[config.mk]
export PLATFORM = sky130hd
export DESIGN_NAME = register_rewrite_rule_table_unit
export DESIGN_NICKNAME = d
export VERILOG_FILES = /design/src/rtl/rrrt_pkg.sv /design/src/rtl/register_rewrite_rule_table_unit.sv
export SDC_FILE = /design/constraint.sdc
export NUM_CORES = 1
export LEC_CHECK = 0
export BUFFER_PORTS_ARGS = -buffer_cell sky130_fd_sc_hd__buf_2
export CORE_ASPECT_RATIO = 1.75
export CORE_MARGIN = 2
export CORE_UTILIZATION = 45
export CTS_BUF_LIST = sky130_fd_sc_hd__clkbuf_4
export DETAILED_ROUTE_END_ITERATION = 7
export PLACE_DENSITY = 0.63
export SYNTH_ARGS = -nofsm -noshare
export SYNTH_HDL_FRONTEND = slang
export SYNTH_SLANG_ARGS = --single-unit
[constraint.sdc]
create_clock -name clk -period 8 [get_ports clk]
set_input_delay 1.6 -clock clk [delete_from_list [all_inputs] [get_ports clk]]
set_output_delay 1.6 -clock clk [all_outputs]
set_load 0.02 [all_outputs]
[src/rtl/rrrt_pkg.sv]
// ----------------------------------------------------------------------------
// rrrt_pkg
// Shared types and codes for the register rewrite rule table: payload
// structs, op and action codes, table sizing and sequencer states.
// ----------------------------------------------------------------------------
package rrrt_pkg;

    localparam int RULE_SLOTS = 16;
    localparam int SLOT_W     = $clog2(RULE_SLOTS);
    localparam int COUNT_W    = $clog2(RULE_SLOTS + 1);
    localparam int DATA_W     = 32;
    localparam int STEP_W     = $clog2(DATA_W);

    localparam logic [1:0] OP_APPLY  = 2'd0;
    localparam logic [1:0] OP_ADD    = 2'd1;
    localparam logic [1:0] OP_REMOVE = 2'd2;
    localparam logic [1:0] OP_CLEAR  = 2'd3;

    localparam logic [2:0] KIND_SET = 3'd0;
    localparam logic [2:0] KIND_ADD = 3'd1;
    localparam logic [2:0] KIND_SUB = 3'd2;
    localparam logic [2:0] KIND_MUL = 3'd3;
    localparam logic [2:0] KIND_DIV = 3'd4;

    typedef struct packed {
        logic [1:0]               op;
        logic [7:0]               slave_addr;
        logic [15:0]              reg_num;
        logic [2:0]               mod_kind;
        logic signed [DATA_W-1:0] mod_param;
        logic signed [DATA_W-1:0] value_in;
    } rrrt_in_t;

    typedef struct packed {
        logic signed [DATA_W-1:0] value_out;
        logic                     status;
    } rrrt_out_t;

    typedef enum logic [2:0] {
        ST_IDLE,
        ST_SCAN,
        ST_NEG_A,
        ST_NEG_B,
        ST_ITER,
        ST_NEG_Q,
        ST_FINISH
    } rrrt_state_t;

endpackage

[src/rtl/register_rewrite_rule_table_unit.sv]
// ----------------------------------------------------------------------------
// register_rewrite_rule_table_unit
// Match-action table of value rewrite rules keyed by slave and register
// address, with one shared adder driving a small sequencer.
// ----------------------------------------------------------------------------
// One item is in flight at a time; in_ready is high only while the sequencer
// is idle, and a finished result may still wait in the output register while
// the next item is taken. Every op but clear first walks the stored rules one
// slot per cycle, then the finish state loads the output register once that
// register is free. Overwrite, add and subtract finish inside the walk.
// Multiply runs 32 shift-add steps and divide fixes both operand signs
// (NEG_A, NEG_B), runs 32 restoring steps and fixes the quotient sign
// (NEG_Q), all on the same 33-bit adder. Clear skips the walk.
module register_rewrite_rule_table_unit (
    input  logic              clk,
    input  logic              rst_n,
    input  logic              in_valid,
    output logic              in_ready,
    input  rrrt_pkg::rrrt_in_t  in_data,
    output logic              out_valid,
    input  logic              out_ready,
    output rrrt_pkg::rrrt_out_t out_data
);
    import rrrt_pkg::*;

    rrrt_state_t           state_reg, state_next;
    rrrt_in_t              req_reg, req_next;
    logic [COUNT_W-1:0]    idx_reg, idx_next;
    logic [COUNT_W-1:0]    used_count_reg, used_count_next;
    logic [RULE_SLOTS-1:0] active_reg, active_next;
    logic [DATA_W-1:0]     a_reg, a_next;
    logic [DATA_W-1:0]     b_reg, b_next;
    logic [DATA_W-1:0]     acc_reg, acc_next;
    logic [STEP_W-1:0]     cnt_reg, cnt_next;
    logic                  neg_reg, neg_next;
    logic                  div_reg, div_next;
    logic [DATA_W-1:0]     res_reg, res_next;
    logic                  status_reg, status_next;
    logic                  out_valid_reg, out_valid_next;
    rrrt_out_t             out_data_reg, out_data_next;

    // rule storage
    logic [7:0]        entry_slave_reg    [RULE_SLOTS];
    logic [15:0]       entry_register_reg [RULE_SLOTS];
    logic [2:0]        entry_kind_reg     [RULE_SLOTS];
    logic [DATA_W-1:0] entry_operand_reg  [RULE_SLOTS];

    logic              tbl_we;
    logic              tbl_key_we;
    logic [SLOT_W-1:0] slot;
    logic              at_end;
    logic              key_hit;
    logic [2:0]        cur_kind;
    logic [DATA_W-1:0] cur_operand;

    // shared adder
    logic [DATA_W:0]   alu_a, alu_b;
    logic              alu_cin;
    logic [DATA_W+1:0] alu_sum;
    logic              div_ge;

    assign slot        = idx_reg[SLOT_W-1:0];
    assign at_end      = (idx_reg == used_count_reg);
    assign key_hit     = !at_end && (entry_slave_reg[slot] == req_reg.slave_addr)
                         && (entry_register_reg[slot] == req_reg.reg_num);
    assign cur_kind    = entry_kind_reg[slot];
    assign cur_operand = entry_operand_reg[slot];

    assign alu_sum = {1'b0, alu_a} + {1'b0, alu_b} + {{(DATA_W+1){1'b0}}, alu_cin};
    assign div_ge  = alu_sum[DATA_W+1];

    always_comb
    begin
        alu_a   = '0;
        alu_b   = '0;
        alu_cin = 1'b0;
        case (state_reg)
            ST_SCAN:
            begin
                alu_a = {1'b0, req_reg.value_in};
                if (cur_kind == KIND_SUB)
                begin
                    alu_b   = {1'b1, ~cur_operand};
                    alu_cin = 1'b1;
                end
                else
                begin
                    alu_b = {1'b0, cur_operand};
                end
            end
            ST_NEG_A:
            begin
                alu_a   = {1'b0, ~a_reg};
                alu_cin = 1'b1;
            end
            ST_NEG_B:
            begin
                alu_a   = {1'b0, ~b_reg};
                alu_cin = 1'b1;
            end
            ST_ITER:
            begin
                if (div_reg)
                begin
                    // trial subtract of divisor from shifted remainder
                    alu_a   = {acc_reg, a_reg[DATA_W-1]};
                    alu_b   = {1'b1, ~b_reg};
                    alu_cin = 1'b1;
                end
                else
                begin
                    alu_a = {1'b0, acc_reg};
                    alu_b = b_reg[0] ? {1'b0, a_reg} : '0;
                end
            end
            ST_NEG_Q:
            begin
                alu_a   = {1'b0, neg_reg ? ~a_reg : a_reg};
                alu_cin = neg_reg;
            end
            default:
            begin
                alu_a = '0;
            end
        endcase
    end

    always_comb
    begin
        state_next      = state_reg;
        req_next        = req_reg;
        idx_next        = idx_reg;
        used_count_next = used_count_reg;
        active_next     = active_reg;
        a_next          = a_reg;
        b_next          = b_reg;
        acc_next        = acc_reg;
        cnt_next        = cnt_reg;
        neg_next        = neg_reg;
        div_next        = div_reg;
        res_next        = res_reg;
        status_next     = status_reg;
        out_valid_next  = out_valid_reg;
        out_data_next   = out_data_reg;
        tbl_we          = 1'b0;
        tbl_key_we      = 1'b0;

        if (out_valid_reg && out_ready)
        begin
            out_valid_next = 1'b0;
        end

        case (state_reg)
            ST_IDLE:
            begin
                if (in_valid)
                begin
                    req_next    = in_data;
                    idx_next    = '0;
                    res_next    = '0;
                    status_next = 1'b0;
                    state_next  = ST_SCAN;
                end
            end
            ST_SCAN:
            begin
                case (req_reg.op)
                    OP_CLEAR:
                    begin
                        used_count_next = '0;
                        active_next     = '0;
                        state_next      = ST_FINISH;
                    end
                    OP_APPLY:
                    begin
                        if (at_end)
                        begin
                            res_next   = req_reg.value_in;
                            state_next = ST_FINISH;
                        end
                        else if (key_hit && active_reg[slot])
                        begin
                            state_next = ST_FINISH;
                            case (cur_kind)
                                KIND_SET: res_next = cur_operand;
                                KIND_ADD: res_next = alu_sum[DATA_W-1:0];
                                KIND_SUB: res_next = alu_sum[DATA_W-1:0];
                                KIND_MUL:
                                begin
                                    a_next     = req_reg.value_in;
                                    b_next     = cur_operand;
                                    acc_next   = '0;
                                    cnt_next   = STEP_W'(DATA_W - 1);
                                    div_next   = 1'b0;
                                    state_next = ST_ITER;
                                end
                                KIND_DIV:
                                begin
                                    if (cur_operand == '0)
                                    begin
                                        res_next = req_reg.value_in;
                                    end
                                    else
                                    begin
                                        a_next     = req_reg.value_in;
                                        b_next     = cur_operand;
                                        acc_next   = '0;
                                        cnt_next   = STEP_W'(DATA_W - 1);
                                        div_next   = 1'b1;
                                        neg_next   = req_reg.value_in[DATA_W-1]
                                                     ^ cur_operand[DATA_W-1];
                                        state_next = ST_NEG_A;
                                    end
                                end
                                default: res_next = req_reg.value_in;
                            endcase
                        end
                        else
                        begin
                            idx_next = idx_reg + 1'b1;
                        end
                    end
                    OP_ADD:
                    begin
                        if (key_hit)
                        begin
                            tbl_we            = 1'b1;
                            active_next[slot] = 1'b1;
                            state_next        = ST_FINISH;
                        end
                        else if (at_end)
                        begin
                            // append at the first free slot, which is idx
                            if (used_count_reg < COUNT_W'(RULE_SLOTS))
                            begin
                                tbl_we            = 1'b1;
                                tbl_key_we        = 1'b1;
                                active_next[slot] = 1'b1;
                                used_count_next   = used_count_reg + 1'b1;
                            end
                            else
                            begin
                                status_next = 1'b1;
                            end
                            state_next = ST_FINISH;
                        end
                        else
                        begin
                            idx_next = idx_reg + 1'b1;
                        end
                    end
                    OP_REMOVE:
                    begin
                        if (key_hit)
                        begin
                            active_next[slot] = 1'b0;
                            state_next        = ST_FINISH;
                        end
                        else if (at_end)
                        begin
                            status_next = 1'b1;
                            state_next  = ST_FINISH;
                        end
                        else
                        begin
                            idx_next = idx_reg + 1'b1;
                        end
                    end
                    default:
                    begin
                        state_next = ST_FINISH;
                    end
                endcase
            end
            ST_NEG_A:
            begin
                if (a_reg[DATA_W-1])
                begin
                    a_next = alu_sum[DATA_W-1:0];
                end
                state_next = ST_NEG_B;
            end
            ST_NEG_B:
            begin
                if (b_reg[DATA_W-1])
                begin
                    b_next = alu_sum[DATA_W-1:0];
                end
                state_next = ST_ITER;
            end
            ST_ITER:
            begin
                cnt_next = cnt_reg - 1'b1;
                if (div_reg)
                begin
                    acc_next = div_ge ? alu_sum[DATA_W-1:0]
                                      : {acc_reg[DATA_W-2:0], a_reg[DATA_W-1]};
                    a_next   = {a_reg[DATA_W-2:0], div_ge};
                end
                else
                begin
                    acc_next = alu_sum[DATA_W-1:0];
                    a_next   = {a_reg[DATA_W-2:0], 1'b0};
                    b_next   = {1'b0, b_reg[DATA_W-1:1]};
                end
                if (cnt_reg == '0)
                begin
                    if (div_reg)
                    begin
                        state_next = ST_NEG_Q;
                    end
                    else
                    begin
                        res_next   = alu_sum[DATA_W-1:0];
                        state_next = ST_FINISH;
                    end
                end
            end
            ST_NEG_Q:
            begin
                res_next   = alu_sum[DATA_W-1:0];
                state_next = ST_FINISH;
            end
            ST_FINISH:
            begin
                if (!out_valid_reg || out_ready)
                begin
                    out_valid_next          = 1'b1;
                    out_data_next.value_out = res_reg;
                    out_data_next.status    = status_reg;
                    state_next              = ST_IDLE;
                end
            end
            default:
            begin
                state_next = ST_IDLE;
            end
        endcase
    end

    always_ff @(posedge clk or negedge rst_n)
    begin
        if (!rst_n)
        begin
            state_reg      <= ST_IDLE;
            used_count_reg <= '0;
            active_reg     <= '0;
            out_valid_reg  <= 1'b0;
        end
        else
        begin
            state_reg      <= state_next;
            used_count_reg <= used_count_next;
            active_reg     <= active_next;
            out_valid_reg  <= out_valid_next;
        end
    end

    always_ff @(posedge clk)
    begin
        req_reg      <= req_next;
        idx_reg      <= idx_next;
        a_reg        <= a_next;
        b_reg        <= b_next;
        acc_reg      <= acc_next;
        cnt_reg      <= cnt_next;
        neg_reg      <= neg_next;
        div_reg      <= div_next;
        res_reg      <= res_next;
        status_reg   <= status_next;
        out_data_reg <= out_data_next;
    end

    // slots past used_count are never read, so no reset here
    always_ff @(posedge clk)
    begin
        if (tbl_we)
        begin
            entry_kind_reg[slot]    <= req_reg.mod_kind;
            entry_operand_reg[slot] <= req_reg.mod_param;
        end
        if (tbl_key_we)
        begin
            entry_slave_reg[slot]    <= req_reg.slave_addr;
            entry_register_reg[slot] <= req_reg.reg_num;
        end
    end

    assign in_ready  = (state_reg == ST_IDLE);
    assign out_valid = out_valid_reg;
    assign out_data  = out_data_reg;

endmodule

# Word level (Yosys, flattened, before mapping)
# Memory sizes are Yosys's and may differ from the RTL's. A register that Yosys moved wholly into a read port is not among the register bits.
# Index checks and enable logic that the tools add are counted.
# totals
regBits	292
ramBits	944
n_memories	4
# op_classes
n_addsub	5
magnitude_cmp	3
eq_ne	50
n_mux	110
n_bitwise	9
reduce_logical	39
# mem_list
memory	words	width	read_ports	rd_clocked_by_memory_dff	wr	line	rtl
entry_operand_reg	16	32	1	1	1	register_rewrite_rule_table_unit.sv:46	logic [DATA_W-1:0] entry_operand_reg [RULE_SLOTS];
entry_register_reg	16	16	1	1	1	register_rewrite_rule_table_unit.sv:44	logic [15:0] entry_register_reg [RULE_SLOTS];
entry_slave_reg	16	8	1	1	1	register_rewrite_rule_table_unit.sv:43	logic [7:0] entry_slave_reg [RULE_SLOTS];
entry_kind_reg	16	3	1	1	1	register_rewrite_rule_table_unit.sv:45	logic [2:0] entry_kind_reg [RULE_SLOTS];
# ops
operator	n
$mux 32	26
$pmux 32 s2	4
$pmux 32 s4	2
$pmux 32 s3	2
$pmux 33 s5	1
$mux 33	3
$not 32->32	3
$pmux 33 s2	1
$mux 16	4
$mux 5	12
$pmux 5 s2	5
$pmux 16 s3	1
$ne 3x3->1 const B	14
$add 33x33->34	1
$add 34x1->34	1
$logic_not 32->1	1
$mux 1	27
$ne 2x2->1 const B	13
$mux 3	8
$reduce_and 6->1	4
$reduce_and 8->1	3
$pmux 3 s7	1
$reduce_and 7->1	3
$and 16x16->16	1
other kinds (41)	75

# Depth between registers and ports, before layout
# Gate-level depths: netlist of the first run.
# depth
ltp_word	10
ltp_mapped	26
mapped_depth_nobuf	20

# Least setup slack after synthesis of the first run
# OpenSTA, ideal clock, no wires.
# synth_path
path_type	reg2reg
start	register (tool-made name)
end	register res_reg[0], enable pin
arrival_time_ps	6238
required_time_ps	7487
setup_slack_ps	1249
stages_incl_launch_ff	12
n_path_buf	3
cell_sequence	dfxtp_1 -> buf_6 -> buf_2 -> buf_2 -> mux4_2 -> mux4_2 -> nor4_1 -> nand4_1 -> o21ai_1 -> nand2_1 -> o21ai_0 -> nor4b_1
# synth_lines
element	line	rtl
end signal: assignment	register_rewrite_rule_table_unit.sv:369	res_reg <= res_next;
end: declaration	register_rewrite_rule_table_unit.sv:37	logic [DATA_W-1:0] res_reg, res_next;

==> results by group, run 1 <==
Logic synthesis
  – Syn nets: 3,181
  – Synth area leaders: edfxtp_1 69%, mux4_2 12%, mux2i_1 2.0%
  – FF+latch count, synth: roughly 1,200
  – Adder-cell share of the synthesized area: 0.01144
  – Simple-Gate Fraction of Synth Area: 0.03813
  – Synth warn: 0
  – Sequential area share after synthesis: 0.7035
  – Largest family of logic cells by synthesized area: multiplexers
  – Unique masters post-synth: 81
  – Primary FF master, synth: edfxtp_1
  – Mapped cell area: around 53,000 µm²
  – Syn Area/Cell: 17.35 µm²
  – Post-Synth XOR/XNOR Area: 0.01911
  – Cell taking the most area after synthesis: edfxtp_1
  – Post-synthesis mux area share: 0.1390
  – Post-Syn Instances: 3,037
  – Synth Area in Compound Gates: 0.06696
  – Post-synth ARST share: 0.02016
  – Number of synthesized flops with an enable pin: between 1,000 and 1,500
  – Synth top area share: 0.6901

Clock network
  – Clock-pin slew on the worst setup and hold paths: roughly 70 ps
  – Clk sinks: roughly 1,200
  – Htree depth: 5
  – Hold buffer count at CTS: 0
  – Post-CTS sizing: 0
  – CTS tree: done
  – Clk Latency, worst-skew pair: roughly 1200 ps
  – Max Root-Sink Buffers: 4
  – Setup bufs post-CTS: 0
  – Root Driver: clkbuf_4
  – Num CTS Buffers: between 300 and 400

Drt
  – Router iterations before antenna repair: 8
  – Via count: about 30,000
  – Number of vias per cell: between 6 and 7
  – DRC viols: 9
  – Iteration-0 DRC Markers: ~3,200
  – Final wirelength: around 150,000 µm
  – Post-route ant nets: 0
  – WL/cell: 28.95 µm

Power and ir drop
  – Pwr Total: between 20 and 25 mW
  – P_sw: between 8 and 9 mW
  – Logic pwr share: 0.392
  – Pwr dens: 388.0 nW/µm²
  – Worst vdd ir: ~0.00025 V
  – Reg power frac: 0.388
  – Leak: 19.97 nW
  – Sw Share: 0.3850
  – Cell Int Power: between 10 and 15 mW
  – Clock power frac: 0.220

Job
  – Max-cap violation count: 0

Place
  – GPL Wtd Cong: between 0.9 and 1
  – DP Wirelength: between 90,000 and 100,000 µm
  – IO buf count: ~130

Critical path
  – CP Data Arrival Time: a little over 8000 ps
  – CP Launch Type: flip-flop
  – Endpoint class of the critical path: flip-flop
  – Crit path max fanout: 30
  – R2R Path End: acc_reg[21]
  – Setup slack, reg-to-reg: between 800 and 900 ps
  – FF-to-FF path depth: 18
  – Worst Path Required: 8980 ps
  – Crit Path Class: flip-flop to flip-flop

Hold path
  – Worst hold path startpoint: res_reg[27]
  – Hold Path Cell Cnt: 0
  – Hold/Removal Path Class: flip-flop to flip-flop
  – Hold path endpoint: out_data[28]

GRT
  – Largest net degree at the start of global routing: 65
  – First-pass GRT wire length: between 200,000 and 250,000 µm
  – Most Used Layer, Global Route: met2
  – GRT Overall Usage: 0.2478
  – GR Util met1: 0.2740
  – Vias in the first global route: 32,470
  – Antenna violations before repair: 8
  – Met3 Track Usage GR: 0.04842
  – M2 GR Usage: 0.4507
  – Grt ovf: 0

Finish
  – Max reg flops: 512
  – Nets: ~3,500
  – Synthesis-to-finish area growth: 12.14%
  – Share of cells above drive strength 1: 0.2869

STA
  – RSZ-0062 raised after global routing: false
  – Final Cycle Share: 0.8877
  – Slew margin rel.: 0.2377
  – Final Max Tran Viols: 0
  – Crit path time final: a little over 7000 ps
  – Hold slack: just under 400 ps
  – Fmax: 140.8 MHz
  – Final Setup Violations: 0
  – Final hold vios: 0
  – Clock Skew: 83.57 ps
  – Worst-Margin Slew: about 1100 ps
  – TNS Setup: 0 ps

Floorplanning
  – Die Span X: roughly 260 µm
  – Io pins: roughly 130
  – Core Box Area: 116,500 µm²
  – Total die area: 120,000 µm²
  – Row cnt: around 170
  – DIE HEIGHT: between 400 and 500 µm
  – Initial Util: 0.4523

Outcome
  – Outcome: finished with violations
  – Failing checks: design-rule violations
## placed cells by master, fill, tap and decap left out, drive strengths merged, types with 8 or more instances in the layout
cell type	count
o21ai	132
o221ai	34
xor2	42
inv	75
and3	8
a21oi	131
nand3	22
mux4	273
dfrtp	25
clkinv	82
nor4	12
ha	45
xnor2	73
nor2	154
a221oi	16
and2	13
nand2b	8
mux2i	104
o22ai	17
a21o	24
clkbuf	422
a31oi	18
a222oi	38
nor2b	10
nand4	9
nor3	17
o31ai	13
a22oi	38
nand2	192
edfxtp	1211
buf	223
mux2	12
## critical path, cell delays in order (launching register included)
cell	delay [ps]
dfxtp_4	730
mux4_2	580
mux4_2	630
nor2b_1	200
nor2b_4	430
buf_4	560
xnor2_1	180
o221ai_1	160
ha_1	410
and4_1	240
a21oi_1	180
o21ai_0	280
o21ai_0	530
buf_4	260
a21oi_1	110
o41ai_1	700
xor2_1	370
o21ai_0	140
and2_1	160
## through the flow
step / setup slack (ps) / cells / utilization / area, µm²
final: 898.5 / 5102 / 0.5072 / 59100
after global routing: 576.5 / 5101 / 0.5072 / 59090
after CTS: 929.7 / 5095 / 0.5070 / 59080
after detailed placement: 940.3 / 4588 / 0.4758 / 55440
after global placement: 1002 / 4588 / 0.4758 / 55440
after floorplan: 1249 / 3037 / - / 52700
## cell usage after synthesis (10+ instances only)
master and number:
o21ai_0 131, edfxtp_1 1211, dfrtp_1 25, o31ai_1 13, a221oi_1 16, nand2_1 192, a21o_1 24, a31oi_1 18
nand3_1 22, a21oi_1 120, inv_1 73, mux2_2 12, mux4_2 273, and2_1 13, clkbuf_1 103, buf_4 15
xnor2_1 73, nor4_1 10, nor2b_1 10, o221ai_1 34, ha_1 45, nor3_1 17, nor2_1 154, buf_1 10
buf_2 47, a22oi_1 38, mux2i_1 104, xor2_1 42, a222oi_1 38, a21oi_2 11, o22ai_1 17
## per-layer routing
layer	routed length [µm]	part of all wire	vias up
li1	-	-	13100
met1	51360	0.35	15820
met2	79630	0.54	1471
met3	9577	0.065	400
met4	7143	0.048	0
met5	0	0	-
## area by class of cell
cell class | count | area (µm²)
Fill cell | 9617 | 57420
Sequential cell | 1240 | 37090
Multi-Input combinational cell | 1536 | 14730
Clock buffer | 422 | 3168
Tap cell | 1512 | 1892
Timing Repair Buffer | 223 | 1446
Clock inverter | 85 | 466.7
Inverter | 77 | 289.0
Antenna cell | 7 | 17.52
## power by group through the flow
stage / Combinational (mW) / Sequential (mW) / Clock (mW)
final: 8.98 / 8.89 / 5.06
after global routing: 9.56 / 8.98 / 5.52
after CTS: 8.94 / 8.89 / 5.20
after detailed placement: 8.91 / 9.02 / 0
after global placement: 8.86 / 8.99 / 0
after floorplan: 6.26 / 8.64 / 0
## worst max-delay path by stage
stage / startpoint / endpoint / cells after the start
after global routing: flip-flop / acc_reg[30] / 19
after global placement: flip-flop / acc_reg[21] / 18
after detailed placement: flip-flop / acc_reg[21] / 18
after CTS: flip-flop / acc_reg[30] / 19
final: flip-flop / acc_reg[21] / 18
after floorplan: flip-flop / res_reg[0] / 11
## kinds of logic after synthesis
kind of cell	Yosys count
flops	1240
compound gates	526
simple gates	459
mux	389
buf+inv	261
xor+xnor	115
fa+ha+maj	47
Power figures use the tool's default switching activity.
==> inputs of run 2 (changes only) <==
--- a/config.mk
+++ b/config.mk
@@ -11,7 +11,7 @@
 export CORE_UTILIZATION = 45
 export CTS_BUF_LIST = sky130_fd_sc_hd__clkbuf_4
 export DETAILED_ROUTE_END_ITERATION = 7
-export PLACE_DENSITY = 0.63
+export PLACE_DENSITY = 0.65
 export SYNTH_ARGS = -nofsm -noshare
 export SYNTH_HDL_FRONTEND = slang
 export SYNTH_SLANG_ARGS = --single-unit
==> constraint.sdc (replaced) <==
create_clock -name clk -period 5.8 [get_ports clk]
set_input_delay 1.16 -clock clk [delete_from_list [all_inputs] [get_ports clk]]
set_output_delay 1.16 -clock clk [all_outputs]
set_load 0.02 [all_outputs]
==> run 2 against run 1 <==
The run now ends clean. Sequential share of layout area down 1.3 points. Critical path depth down 6. Register-to-register slack worse by 680 ps. Utilization up 1.1 points. Die area unchanged. Non-clock buffer count up 121. Power up 41%. Setup slack worse by 680 ps. Clock skew up 24 ps. Design area up 2.2%. Critical path type unchanged. Highest routed layer is now met5.
==> results by group, run 2 (synthesis gave the netlist of run 1 again) <==
Drt
  – Number of vias per cell: about 5.9
  – Router iterations before antenna repair: 6
  – Final wirelength: 142,600 µm
  – Via count: between 30,000 and 40,000
  – WL/cell: 27.39 µm
  – DRC viols: 0
  – Iteration-0 DRC Markers: 2,985
  – Post-route ant nets: 0

STA
  – Slew margin rel.: 0.1719
  – Final Cycle Share: 0.9622
  – Crit path time final: between 5000 and 6000 ps
  – Clock Skew: 107.7 ps
  – Worst-Margin Slew: about 1200 ps
  – TNS Setup: 0 ps
  – Final Setup Violations: 0
  – Fmax: between 150 and 200 MHz
  – Final hold vios: 0
  – Final Max Tran Viols: 0
  – RSZ-0062 raised after global routing: false

Power and ir drop
  – Worst vdd ir: roughly 0.00033 V
  – Leak: between 20 and 25 nW
  – Pwr dens: between 500 and 600 nW/µm²

Critical path
  – CP Launch Type: flip-flop
  – Critical Path, Cell by Cell: buf_12 -> buf_12 -> buf_4 -> mux4_2 -> mux4_2 -> nor4_1 -> nand4_1 -> o21ai_1 -> nand2_1 -> o21ai_0 -> nor4b_4 -> buf_12
  – CP Data Arrival Time: roughly 6400 ps
  – Crit path max fanout: 47
  – Critical-path top delay cell: nor4_1
  – Worst Path Required: around 6600 ps
  – Crit Path Class: flip-flop to flip-flop
  – Endpoint class of the critical path: flip-flop
  – CP most frequent cell: buf_12
  – Max incr delay on CP: a little over 700 ps

GRT
  – First-pass GRT wire length: around 210,000 µm
  – Vias in the first global route: between 30,000 and 40,000
  – GRT Overall Usage: 0.2392
  – Antenna violations before repair: 4
  – Largest net degree at the start of global routing: 75
  – Grt ovf: 0

Finish
  – Most frequent cells in the layout: 1,211 x edfxtp_1, 410 x clkbuf_4, 273 x mux4_2
  – Util after Layout: 0.5181
  – Share of cells above drive strength 1: 0.3045
  – Max reg flops: between 500 and 600
  – Nets: approximately 3,600
  – Synthesis-to-finish area growth: 14.57%
  – Cell area after layout: between 60,000 and 70,000 µm²
  – Leading cell type in the layout, fill and taps excluded: edfxtp_1

Floorplanning
  – Core Box Area: ~120,000 µm²
  – DIE HEIGHT: around 460 µm
  – Die Span X: around 260 µm
  – Initial Util: 0.4523
  – Io pins: ~130
  – Total die area: between 100,000 and 150,000 µm²
  – Row cnt: about 170

Clock network
  – Max Root-Sink Buffers: 4
  – Num CTS Buffers: 302
  – CTS tree: done
  – Clk Latency, worst-skew pair: 1200 ps
  – Htree depth: 5
  – Clock-pin slew on the worst setup and hold paths: 70 ps
  – Root Driver: clkbuf_4
  – Clk sinks: ~1,200

Hold path
  – Hold/Removal Path Class: input pin to flip-flop

Place
  – IO buf count: ~130
  – GPL Wtd Cong: 0.9870
  – Placed Area: 56,590 µm²
  – DP Wirelength: about 87,000 µm

Outcome
  – Outcome: finished, final reports clean

Job
  – Max-cap violation count: 0
==> run 2: critical path, delay by kind of cell (launching register included) <==
kind	cells	cell delay (ps)
AND/OR/NAND/NOR	4	1610
multiplexers	2	1240
buffers and inverters	4	1230
AO/OA/AOI/OAI	2	590
flip-flops	1	440
==> run 2: final timing paths <==
kind | endpoint | depth (start not counted) | slack [ps] | from
setup / recovery | res_reg[6] | 12 | 220 | flip-flop
hold / removal | req_reg[15] | 1 | 180 | in_data[15]
setup reg to reg | res_reg[6] | 12 | 220 | flip-flop
hold reg to reg | out_data[7] | 0 | 410 | res_reg[6]
max in group asynchronous | used_count_reg[3] | 2 | 4630 | rst_n
min in group asynchronous | active_reg[1] | 2 | 670 | rst_n
==> run 2: area by class of cell <==
type | count | area (µm²)
Multi-Input combinational cell | 1536 | 14820
Inverter | 77 | 289.0
Antenna cell | 5 | 12.51
Clock inverter | 84 | 432.9
Clock buffer | 410 | 3078
Tap cell | 1512 | 1892
Timing Repair Buffer | 344 | 2763
Sequential cell | 1240 | 37090
Fill cell | 9594 | 56150
==> run 2: power by group <==
group          switching (mW)  leakage [nW]  internal [mW]  total, mW
clock network            3.36          2.11           3.44       6.80
registers               0.919          11.4           11.2       12.1
logic                    7.96          7.15           5.48       13.4
==> run 2: layer usage <==
layer  routed length [µm]  GRT usage  vias to the layer above  share of wire
met4                 6777     0.1284                        2          0.048
li1                     -          -                    13350              -
met5                   13          0                        -       0.000091
met1                49910     0.2638                    15760           0.35
met3                 9616    0.05155                      373          0.067
met2                76330     0.4297                     1489           0.54
==> run 2: timing repair <==
action / 4_1_cts / 5_1_grt
gates resized for setup: 0 / 5
setup endpoints to repair: 0 / 40
buffers inserted: 0 / 5
hold buffers: 18 / 0
hold endpoints to repair: 42 / 0
==> run 2: per-stage QoR <==
step	power, mW	hold WS [ps]	std cells	setup WS [ps]
after global routing	34.00	23.38	5208	44.57
after detailed placement	25.55	404.5	4685	254.8
after global placement	25.45	400.5	4685	205.0
after CTS	32.44	0.1280	5197	247.0
after floorplan	20.55	400.3	3037	5.230
final	32.39	178.5	5208	219.4
